File: config.mk
export PLATFORM = sky130hd
export DESIGN_NAME = lru_key_value_cache
export DESIGN_NICKNAME = d
export VERILOG_FILES = /design/src/sv/lkvc_pkg.sv /design/src/sv/lkvc_store.sv /design/src/sv/lru_key_value_cache.sv
export SDC_FILE = /design/constraint.sdc
export NUM_CORES = 2
export LEC_CHECK = 0
export BUFFER_PORTS_ARGS = -buffer_cell sky130_fd_sc_hd__buf_4
export CAP_MARGIN = 20
export CELL_PAD_IN_SITES_DETAIL_PLACEMENT = 1
export CELL_PAD_IN_SITES_GLOBAL_PLACEMENT = 2
export CORE_MARGIN = 1.5
export CORE_UTILIZATION = 25
export CTS_CLUSTER_DIAMETER = 100
export CTS_CLUSTER_SIZE = 16
export DETAILED_ROUTE_END_ITERATION = 8
export PLACE_DENSITY = 0.46
export SKIP_CTS_REPAIR_TIMING = 1
export SYNTH_ARGS = -nofsm -noshare
export SYNTH_HDL_FRONTEND = slang
export SYNTH_SLANG_ARGS = --single-unit
File: constraint.sdc
create_clock -name clk -period 18.05 [get_ports clk]
set_input_delay 1.805 -clock clk [delete_from_list [all_inputs] [get_ports clk]]
set_output_delay 1.805 -clock clk [all_outputs]
set_load 0.01 [all_outputs]
File: src/sv/lkvc_pkg.sv
// Types and constants of the LRU key-value cache.
// Used by every module of the block; depends on nothing.
`timescale 1ns / 1ps

package lkvc_pkg;

  localparam int KEY_BITS   = 32;
  localparam int VALUE_BITS = 32;
  localparam int CFG_W      = 5;

  localparam logic [CFG_W-1:0] CFG_RESET = 5'd16;

  localparam logic OP_GET = 1'b0;
  localparam logic OP_SET = 1'b1;

  typedef struct packed {
    logic                  opcode;
    logic [KEY_BITS-1:0]   lookup_key;
    logic [VALUE_BITS-1:0] store_value;
  } lkvc_in_t;

  typedef struct packed {
    logic                  hit;
    logic [VALUE_BITS-1:0] read_value;
  } lkvc_out_t;

endpackage

File: src/sv/lkvc_store.sv
// Fully associative entry store with age ranks: parallel key match,
// hit read, eviction and insertion in one pass. Depends on lkvc_pkg.
`timescale 1ns / 1ps

module lkvc_store #(
  parameter int MAX_ENTRIES = 16
) (
  input  logic                       clk,
  input  logic                       rst_n,
  input  logic                       go,
  input  lkvc_pkg::lkvc_in_t         cmd,
  input  logic [lkvc_pkg::CFG_W-1:0] cfg,
  output lkvc_pkg::lkvc_out_t        res
);
  import lkvc_pkg::*;

  localparam int RW    = (MAX_ENTRIES > 1) ? $clog2(MAX_ENTRIES) : 1;
  localparam int CW    = $clog2(MAX_ENTRIES + 1);
  localparam int CAP_W = (CW > CFG_W) ? CW : CFG_W;

  logic [KEY_BITS-1:0]   key_r   [MAX_ENTRIES];
  logic [VALUE_BITS-1:0] value_r [MAX_ENTRIES];
  logic [RW-1:0]         rank_r  [MAX_ENTRIES];
  logic [RW-1:0]         rank_nxt[MAX_ENTRIES];
  logic [RW-1:0]         rank1   [MAX_ENTRIES];
  logic [MAX_ENTRIES-1:0] valid_r, valid_nxt;
  logic [CW-1:0]         count_r, count_nxt;

  logic [MAX_ENTRIES-1:0] match, valid1, victim, valid2, free_v, free_oh;
  logic                  hit;
  logic [RW-1:0]         hit_rank;
  logic [VALUE_BITS-1:0] hit_val;
  logic [CW-1:0]         cnt1, cnt2;
  logic [CAP_W-1:0]      cfg_ext, cap;
  logic                  do_evict;

  always_comb begin
    cfg_ext = CAP_W'(cfg);
    if (cfg_ext == '0) begin
      cap = CAP_W'(1);
    end else if (cfg_ext > CAP_W'(MAX_ENTRIES)) begin
      cap = CAP_W'(MAX_ENTRIES);
    end else begin
      cap = cfg_ext;
    end
  end

  always_comb begin
    hit_rank = '0;
    hit_val  = '0;
    for (int i = 0; i < MAX_ENTRIES; i++) begin
      match[i] = valid_r[i] && (key_r[i] == cmd.lookup_key);
      hit_rank = hit_rank | (match[i] ? rank_r[i] : '0);
      hit_val  = hit_val | (match[i] ? value_r[i] : '0);
    end
    hit = |match;
  end

  always_comb begin
    cnt1     = count_r - CW'(hit);
    do_evict = (CAP_W'(cnt1) >= cap) && (cnt1 != '0);
    for (int i = 0; i < MAX_ENTRIES; i++) begin
      rank1[i]  = rank_r[i] - RW'(hit && (rank_r[i] > hit_rank));
      valid1[i] = valid_r[i] && !match[i];
      victim[i] = valid1[i] && do_evict && (CW'(rank1[i]) == cnt1 - CW'(1));
    end
    valid2  = valid1 & ~victim;
    cnt2    = cnt1 - CW'(|victim);
    free_v  = ~valid2;
    free_oh = free_v & (~free_v + MAX_ENTRIES'(1));
  end

  always_comb begin
    valid_nxt = valid_r;
    count_nxt = count_r;
    for (int i = 0; i < MAX_ENTRIES; i++) begin
      rank_nxt[i] = rank_r[i];
    end
    if (go && cmd.opcode == OP_SET) begin
      valid_nxt = valid2 | free_oh;
      count_nxt = cnt2 + CW'(|free_oh);
      for (int i = 0; i < MAX_ENTRIES; i++) begin
        if (free_oh[i]) begin
          rank_nxt[i] = '0;
        end else if (valid2[i]) begin
          rank_nxt[i] = rank1[i] + RW'(1);
        end
      end
    end else if (go && hit) begin
      for (int i = 0; i < MAX_ENTRIES; i++) begin
        if (match[i]) begin
          rank_nxt[i] = '0;
        end else if (valid_r[i] && rank_r[i] < hit_rank) begin
          rank_nxt[i] = rank_r[i] + RW'(1);
        end
      end
    end
  end

  always_ff @(posedge clk) begin
    if (!rst_n) begin
      valid_r <= '0;
      count_r <= '0;
      for (int i = 0; i < MAX_ENTRIES; i++) begin
        rank_r[i] <= '0;
      end
    end else begin
      valid_r <= valid_nxt;
      count_r <= count_nxt;
      for (int i = 0; i < MAX_ENTRIES; i++) begin
        rank_r[i] <= rank_nxt[i];
      end
    end
  end

  always_ff @(posedge clk) begin
    if (go && cmd.opcode == OP_SET) begin
      for (int i = 0; i < MAX_ENTRIES; i++) begin
        if (free_oh[i]) begin
          key_r[i]   <= cmd.lookup_key;
          value_r[i] <= cmd.store_value;
        end
      end
    end
  end

  assign res.hit        = hit;
  assign res.read_value = hit_val;

endmodule

File: src/sv/lru_key_value_cache.sv
// LRU key-value cache top level: input register, entry store, result register.
// A get's result goes from the input register through the store into the result register.
// Throughput: one item per cycle; a get waits only while a held result is not taken.
// A set gives no result. Capacity register written on any cfg transfer.
// Reset (synchronous, active low) empties the store and sets capacity to 16.
`timescale 1ns / 1ps

module lru_key_value_cache #(
  parameter int MAX_ENTRIES = 16
) (
  input  logic                       clk,
  input  logic                       rst_n,
  input  logic                       in_valid,
  output logic                       in_ready,
  input  lkvc_pkg::lkvc_in_t         in_data,
  output logic                       out_valid,
  input  logic                       out_ready,
  output lkvc_pkg::lkvc_out_t        out_data,
  input  logic                       cfg_valid,
  output logic                       cfg_ready,
  input  logic [lkvc_pkg::CFG_W-1:0] cfg_data
);
  import lkvc_pkg::*;

  lkvc_in_t         req_r;
  logic             req_vld_r;
  lkvc_out_t        out_r;
  logic             out_vld_r;
  logic [CFG_W-1:0] cfg_r;
  lkvc_out_t        res;
  logic             go;

  assign go        = req_vld_r && (req_r.opcode == OP_SET || !out_vld_r || out_ready);
  assign in_ready  = !req_vld_r || go;
  assign cfg_ready = 1'b1;
  assign out_valid = out_vld_r;
  assign out_data  = out_r;

  lkvc_store #(
    .MAX_ENTRIES(MAX_ENTRIES)
  ) u_store (
    .clk  (clk),
    .rst_n(rst_n),
    .go   (go),
    .cmd  (req_r),
    .cfg  (cfg_r),
    .res  (res)
  );

  always_ff @(posedge clk) begin
    if (!rst_n) begin
      req_vld_r <= 1'b0;
      out_vld_r <= 1'b0;
      cfg_r     <= CFG_RESET;
    end else begin
      if (in_ready) begin
        req_vld_r <= in_valid;
      end
      if (go && req_r.opcode == OP_GET) begin
        out_vld_r <= 1'b1;
      end else if (out_ready) begin
        out_vld_r <= 1'b0;
      end
      if (cfg_valid && cfg_ready) begin
        cfg_r <= cfg_data;
      end
    end
  end

  always_ff @(posedge clk) begin
    if (in_valid && in_ready) begin
      req_r <= in_data;
    end
    if (go && req_r.opcode == OP_GET) begin
      out_r <= res;
    end
  end

endmodule

Yosys cells after proc, flatten, opt, wreduce, memory -nomap -nowiden
Memory sizes are Yosys's and may differ from the RTL's. Cells that the tools add are included.

Flip-flop bits (word level): 126. RAM bits: 1088. Bits of input ports: 75. Output and inout port bits: 36. Word-level logic and storage cells: 602. Memories: 3.

Memory list: u_store.key_r (words 16, width 32, read ports 16, clocked after memory_dff 0, write ports 1, RTL line lkvc_store.sv:21) `logic [KEY_BITS-1:0] key_r [MAX_ENTRIES];`; u_store.value_r (words 16, width 32, read ports 16, clocked after memory_dff 0, write ports 1, RTL line lkvc_store.sv:22) `logic [VALUE_BITS-1:0] value_r [MAX_ENTRIES];`; u_store.rank_r (words 16, width 4, read ports 16, clocked after memory_dff 0, write ports 16, RTL line lkvc_store.sv:23) `logic [RW-1:0] rank_r [MAX_ENTRIES];`.

Add/subtract/negate cells: 53. $lt $le $gt $ge: 34. Eq/ne operators: 32. Multiplexer cells: 258. Bitwise logic cells: 53. Reduce and logical (&&, ||, !) cells: 159.

Operators by type and width (count): $mux 32 (46); $reduce_or 32->1 (30); $eq 32x32->1 (16); $mux 4 (126); $or 32x32->32 (15); $add 4x1->4 const B (32); $mux 64 (2); $logic_and 1x1->1 (102); $mux 1 (82); $eq 4x5->1 (16); $gt 4x4->1 (16); $lt 4x4->1 (16); $sub 4x1->4 (16); $or 4x4->4 (15); $not 16->16 (3); $reduce_or 16->1 (3); $and 16x16->16 (2); $logic_not 1->1 (18); $add 16x1->16 const B (1); $or 1x1->1 (16); $or 16x16->16 (1); $mux 5 (2); $sub 5x1->5 (2); $add 5x1->5 (1); other kinds (8) (10).

Logic depth before layout (Yosys ltp)
An unclocked memory read counts as a cell.

Word-level depth: 49. Gate-level depth with buffers: 39. Mapped depth without buffers: 35.

Hierarchy
Synthesis repeated with hierarchy kept, for this count alone.

Cells, all modules: 3742. Area total of the unflattened synthesis: 54010.6 um^2.

Modules (own cells, without submodules): lkvc_store (instances 1, cells each 3615, area an instance 50768.7 um^2, seq. area each 32451.1 um^2); lru_key_value_cache (instances 1, cells each 127, area an instance 3241.9 um^2, seq. area each 3083.0 um^2).

Worst setup path after synthesis
No wires, ideal clock.

Path type: reg-to-reg. From: register req_r[46] in the netlist's numbering. To: memory u_store.key_r[7][0] (netlist: u_store.key_r[0][224]), enable pin. Setup time: 0.644 ns. Arrival: 12.084 ns. Required time: 17.406 ns. Slack: 5.322 ns. Stages on the path, launching flop included: 24. Buffers on the path: 5. Period minus slack after synthesis: 12.728 ns. Cell sequence: edfxtp_1 -> buf_2 -> buf_2 -> xnor2_1 -> nand4_1 -> nor4_1 -> and4_1 -> clkbuf_1 -> buf_1 -> a22oi_1 -> nand4_1 -> nor4_1 -> ha_1 -> a31oi_1 -> a21oi_1 -> ha_1 -> nor3b_1 -> xnor2_1 -> xnor3_1 -> nand4_1 -> o2111a_1 -> nand4_2 -> buf_2 -> nor4_1.

Longest elaborated chain between the ends: 48. Elaborated cells between the ends (all ways): 296. Classes of those cells: add/sub: 19; order compare: 17; eq/ne: 32; mux: 94; bitwise: 20; reduce/logical: 114.

RTL lines: start: declaration (RTL line lru_key_value_cache.sv:25) `lkvc_in_t req_r;`; start signal: assignment (RTL line lru_key_value_cache.sv:72) `req_r <= in_data;`; $eq 32x32->1 (RTL line lkvc_store.sv:52) `match[i] = valid_r[i] && (key_r[i] == cmd.lookup_key);`; $logic_and 1x1->1 (RTL line lkvc_store.sv:52); $mux 4 (RTL line lkvc_store.sv:53) `hit_rank = hit_rank | (match[i] ? rank_r[i] : '0);`; $or 4x4->4 (15 in series) (RTL line lkvc_store.sv:53); $gt 4x4->1 (RTL line lkvc_store.sv:63) `rank1[i] = rank_r[i] - RW'(hit && (rank_r[i] > hit_rank));`; $logic_and 1x1->1 (RTL line lkvc_store.sv:63); $sub 4x1->4 (RTL line lkvc_store.sv:63); $eq 4x5->1 (RTL line lkvc_store.sv:65) `victim[i] = valid1[i] && do_evict && (CW'(rank1[i]) == cnt1 - CW'(1));`; [4 not listed]; $not 16->16 (RTL line lkvc_store.sv:70) `free_oh = free_v & (~free_v + MAX_ENTRIES'(1));`; $add 16x1->16 (RTL line lkvc_store.sv:70); $and 16x16->16 * (RTL line lkvc_store.sv:70); $mux 1 (RTL line lkvc_store.sv:119) `if (free_oh[i]) begin`; $mux 1 (RTL line lkvc_store.sv:117) `if (go && cmd.opcode == OP_SET) begin`; $mux 1 (implied by the code) (RTL line lkvc_store.sv:120) `key_r[i] <= cmd.lookup_key;`; $reduce_or 32->1 (no source line); $mux 4 (no source line) / $mux 1 (equally long branches) (15 in series); end: declaration (RTL line lkvc_store.sv:21).

Every way passes the cells marked *; elsewhere a longest branch is shown, timed or not.

Final worst setup path
From: register req_r[60] in the netlist's numbering. To: memory u_store.value_r[9][26] (netlist: u_store.value_r[1][58]), enable pin.

Longest elaborated chain between the ends: 48. Elaborated cells between the ends (all ways): 296. Classes of those cells: add/sub: 19; order compare: 17; eq/ne: 32; mux: 94; bitwise: 20; reduce/logical: 114.

RTL lines: $eq 32x32->1 (RTL line lkvc_store.sv:52); $logic_and 1x1->1 (RTL line lkvc_store.sv:52); $mux 4 (RTL line lkvc_store.sv:53); $or 4x4->4 (15 in series) (RTL line lkvc_store.sv:53); $gt 4x4->1 (RTL line lkvc_store.sv:63); $logic_and 1x1->1 (RTL line lkvc_store.sv:63); $sub 4x1->4 (RTL line lkvc_store.sv:63); $eq 4x5->1 (RTL line lkvc_store.sv:65); [4 not listed]; $not 16->16 (RTL line lkvc_store.sv:70); $add 16x1->16 (RTL line lkvc_store.sv:70); $and 16x16->16 * (RTL line lkvc_store.sv:70); $mux 1 (RTL line lkvc_store.sv:119); $mux 1 (RTL line lkvc_store.sv:117); $mux 1 (implied by the code) (RTL line lkvc_store.sv:121) `value_r[i] <= cmd.store_value;`; $reduce_or 32->1 (no source line); $mux 4 (no source line) / $mux 1 (equally long branches) (15 in series); end: declaration (RTL line lkvc_store.sv:22).

Marked as above.

==> run summary <==
Max-Cap Viols = 0
num rows = 170
max-slew violation count = 0
sequential share of the synthesized area = 0.659
IO Port Bufs = 109
clk root buf = clkbuf_16
Startpoint Class = register
Final setup viols = 0
Post-synth EDFFs = 1122
synthesis-to-finish area growth = 13.2%
cells along the critical path = buf_4 -> xor2_1 -> nor4_1 -> nand4_1 -> nor3_2 -> buf_4 -> nor4_1 -> and4_1 -> inv_2 -> ha_1 -> ha_1 -> nor3b_1 -> xnor2_1 -> inv_1 -> ha_1 -> a21o_1 -> a31o_2 -> nand2_1 -> o211a_1 -> nand4_2 -> nor2_1 -> nand3_1 -> nor2_4 -> buf_4
H-tree Lvls = 3
final wirelength = 198000 µm
ANT nets after route = 0
complex-gate fraction of the synthesized area = 0.0923
Worst-path clk slew = 0.07 ns
initial antenna violation count = 9
largest family of logic cells by synthesized area = XOR/XNOR gates
Power Internal = 4.09 mW
clk buf depth = 3
Clock Skews = 0.0560 ns
Syn Nets = 3993
Clock power frac = 0.373
Top Family by Delay on Critical Path = simple AND/OR/NAND/NOR gates
gr usage total = 0.180
Max Fanout on Critical Path = 52
Hold WC Path Type = register to register
RSZ-0062 raised after global routing = false
initial core utilization = 0.251
CP max stage delay = 0.96 ns
Synth Area in Adders = 0.0319
Leakage = 19.7 nW
Sw Ratio = 0.233
Die Height = 468 µm
final net count = 4103
share of power burned in registers = 0.583
Final Cycle Share = 0.592
outcome = finished, final reports clean
total gr overflow = 0
worst setup path category = register to register
gpl congestion = 0.810
TritonCTS clock tree = done
Levels on crit path = 24
DRC viols = 0
Non-Filler Cell Area, Final = 0.0610 mm²
Pwr per Cell Area = 87.4 mW/mm²
total CTS buffers = 91
layout cell share with drive strength beyond 1 = 0.105
commonest non-fill, non-tap cells in the layout = 1122 x edfxtp_1, 397 x xor2_1, 257 x xnor2_1
synthesized-area fraction occupied by and/or/nand/nor cells = 0.0771
die area = 0.219 mm²
Vias/cell = 4.87
VDD IR max = 0.0686 mV
Syn Std Cell Area = 0.0539 mm²
hold_ws = 0.471 ns
Main synth FF type = edfxtp_1
DRT Pass-1 Iters = 5
Critical Path Sink Type = register
clk_lat worst skew = 0.76 ns
CTS sink count = 1214
relative slew slack = 0.250
post-synth cell types = 93
Synth Area per Inst = 14.2 µm²
vias in the first global route = 34500
worst hold path cell count = 2
Synth async-reset ratio = 0
Placed Area = 0.0585 mm²
worst path bufs/invs = 5
Worst EP required = 18.40 ns
Worst-Margin Slew = 1.11 ns
detailed placement HPWL = 121000 µm
max frequency = 93.6 MHz
Core Area = 0.215 mm²
number of I/O pins = 111
Ys Warns = 0
via count = 33000
switching power = 1.24 mW
commonest non-fill, non-tap cell in the layout = edfxtp_1
Final Hold Fails = 0
Wirelength per Cell = 29.3 µm
post-synthesis mux area share = 0.00204
largest net degree at the start of global routing = 54
Chip Width = 468 µm
first-pass GRT wire length = 279000 µm
Final Instance Count excl. Fillers = 6769
R2R depth = 24
placed cells = 6644
post-synthesis xor/xnor area fraction = 0.112
Comb pwr share = 0.044
CP max-delay cell = nor4_1
Final min period = 10.68 ns
Fin Setup TNS = 0 ns
initial drt markers = 2553
post-synthesis cell count = 3789
FF+latch count, synth = 1214
Arr. time, crit path = 11.03 ns
power by group through the flow:
stage | logic (mW) | registers (mW) | clock network, mW
after CTS | 0.244 | 3.11 | 2.07
final | 0.236 | 3.11 | 1.99
after global placement | 0.243 | 3.17 | 0
after floorplan | 0.130 | 3.17 | 0
after detailed placement | 0.243 | 3.17 | 0
after global routing | 0.257 | 3.11 | 2.15
cell usage after synthesis, types with 20 or more instances:
| cell type | n | area share |
|---|---|---|
| edfxtp_1 | 1122 | 0.62 |
| xor2_1 | 397 | 0.064 |
| xnor2_1 | 257 | 0.042 |
| a22oi_1 | 229 | 0.032 |
| nand2_1 | 142 | 0.0099 |
| ha_1 | 128 | 0.030 |
| inv_1 | 128 | 0.0089 |
| nand4_1 | 116 | 0.013 |
| nor4_1 | 116 | 0.013 |
| clkbuf_1 | 100 | 0.0070 |
| dfxtp_1 | 92 | 0.034 |
| nor2_1 | 87 | 0.0061 |
| a21oi_1 | 86 | 0.0080 |
| buf_2 | 78 | 0.0072 |
| nor3_1 | 65 | 0.0060 |
| nand3_1 | 59 | 0.0055 |
| o21ai_0 | 54 | 0.0050 |
| a22o_1 | 41 | 0.0067 |
| a221oi_1 | 35 | 0.0057 |
| and4_1 | 30 | 0.0049 |
| and2_1 | 28 | 0.0032 |
| a211oi_1 | 22 | 0.0031 |
| buf_1 | 20 | 0.0014 |
routing by layer:
metal,vias up,routed length [µm],track usage
met5,-,13,0
li1,14700,-,-
met1,17600,94200,0.250
met3,163,5590,0.0173
met2,542,95200,0.302
met4,2,3460,0.0398
worst register-to-register path, cell delays in order, from the launching register on:
cell	delay [ns]
edfxtp_1	0.33
buf_4	0.48
xor2_1	0.18
nor4_1	0.96
nand4_1	0.49
nor3_2	0.56
buf_4	0.71
nor4_1	0.13
and4_1	0.33
inv_2	0.58
ha_1	0.34
ha_1	0.28
nor3b_1	0.26
xnor2_1	0.24
inv_1	0.10
ha_1	0.33
a21o_1	0.20
a31o_2	0.25
nand2_1	0.51
o211a_1	0.40
nand4_2	0.57
nor2_1	0.35
nand3_1	0.27
nor2_4	0.48
buf_4	0.79
registers in the layout, summed over array words and instances (netlist names):
name / flops
u_store.count_r: 5
cfg_r: 5
u_store.key_r: 512
req_r: 65
out_data: 33
u_store.valid_r: 16
req_vld_r: 1
out_valid: 1
u_store.value_r: 512
u_store.rank_r: 64
cell families (layout without fill, tap and decap cells):
group,after synthesis,after routing
AOI/OAI and AO/OA,670,670
xor gates and xnor gates,669,669
adders and majority gates,139,139
buffers and inverters,333,469
DFF,1214,1214
muxes,11,11
other,1,7
and+or+nand+nor,752,752
cell type report:
cell class / instances / area, µm²
diodes: 6 / 15.0
clock buffers: 100 / 2320
clock inverters: 19 / 243
fillers: 22600 / 154000
inverters: 130 / 488
multi-input cells: 2242 / 17300
flip-flops and latches: 1214 / 35500
well taps: 2838 / 3550
repair buffers: 220 / 1640
per-stage QoR:
step | utilization | total power [mW] | setup slack, ns
after CTS | 0.284 | 5.43 | 7.06
after floorplan | - | 3.30 | 5.32
final | 0.284 | 5.34 | 7.37
after global placement | 0.272 | 3.42 | 7.25
after detailed placement | 0.272 | 3.42 | 7.14
after global routing | 0.284 | 5.52 | 6.76
path summary, 6_finish.rpt:
check,from,to,slack (ns)
max,req_r[60]$_DFFE_PP_,u_store.value_r[1][58]$_DFFE_PP_,7.37
min,u_store.count_r[0]$_SDFFE_PN0P_,u_store.count_r[0]$_SDFFE_PN0P_,0.47
min reg2reg,u_store.count_r[0]$_SDFFE_PN0P_,u_store.count_r[0]$_SDFFE_PN0P_,0.47
max reg2reg,req_r[60]$_DFFE_PP_,u_store.value_r[1][58]$_DFFE_PP_,7.37
(Power assumes the default switching activity.)
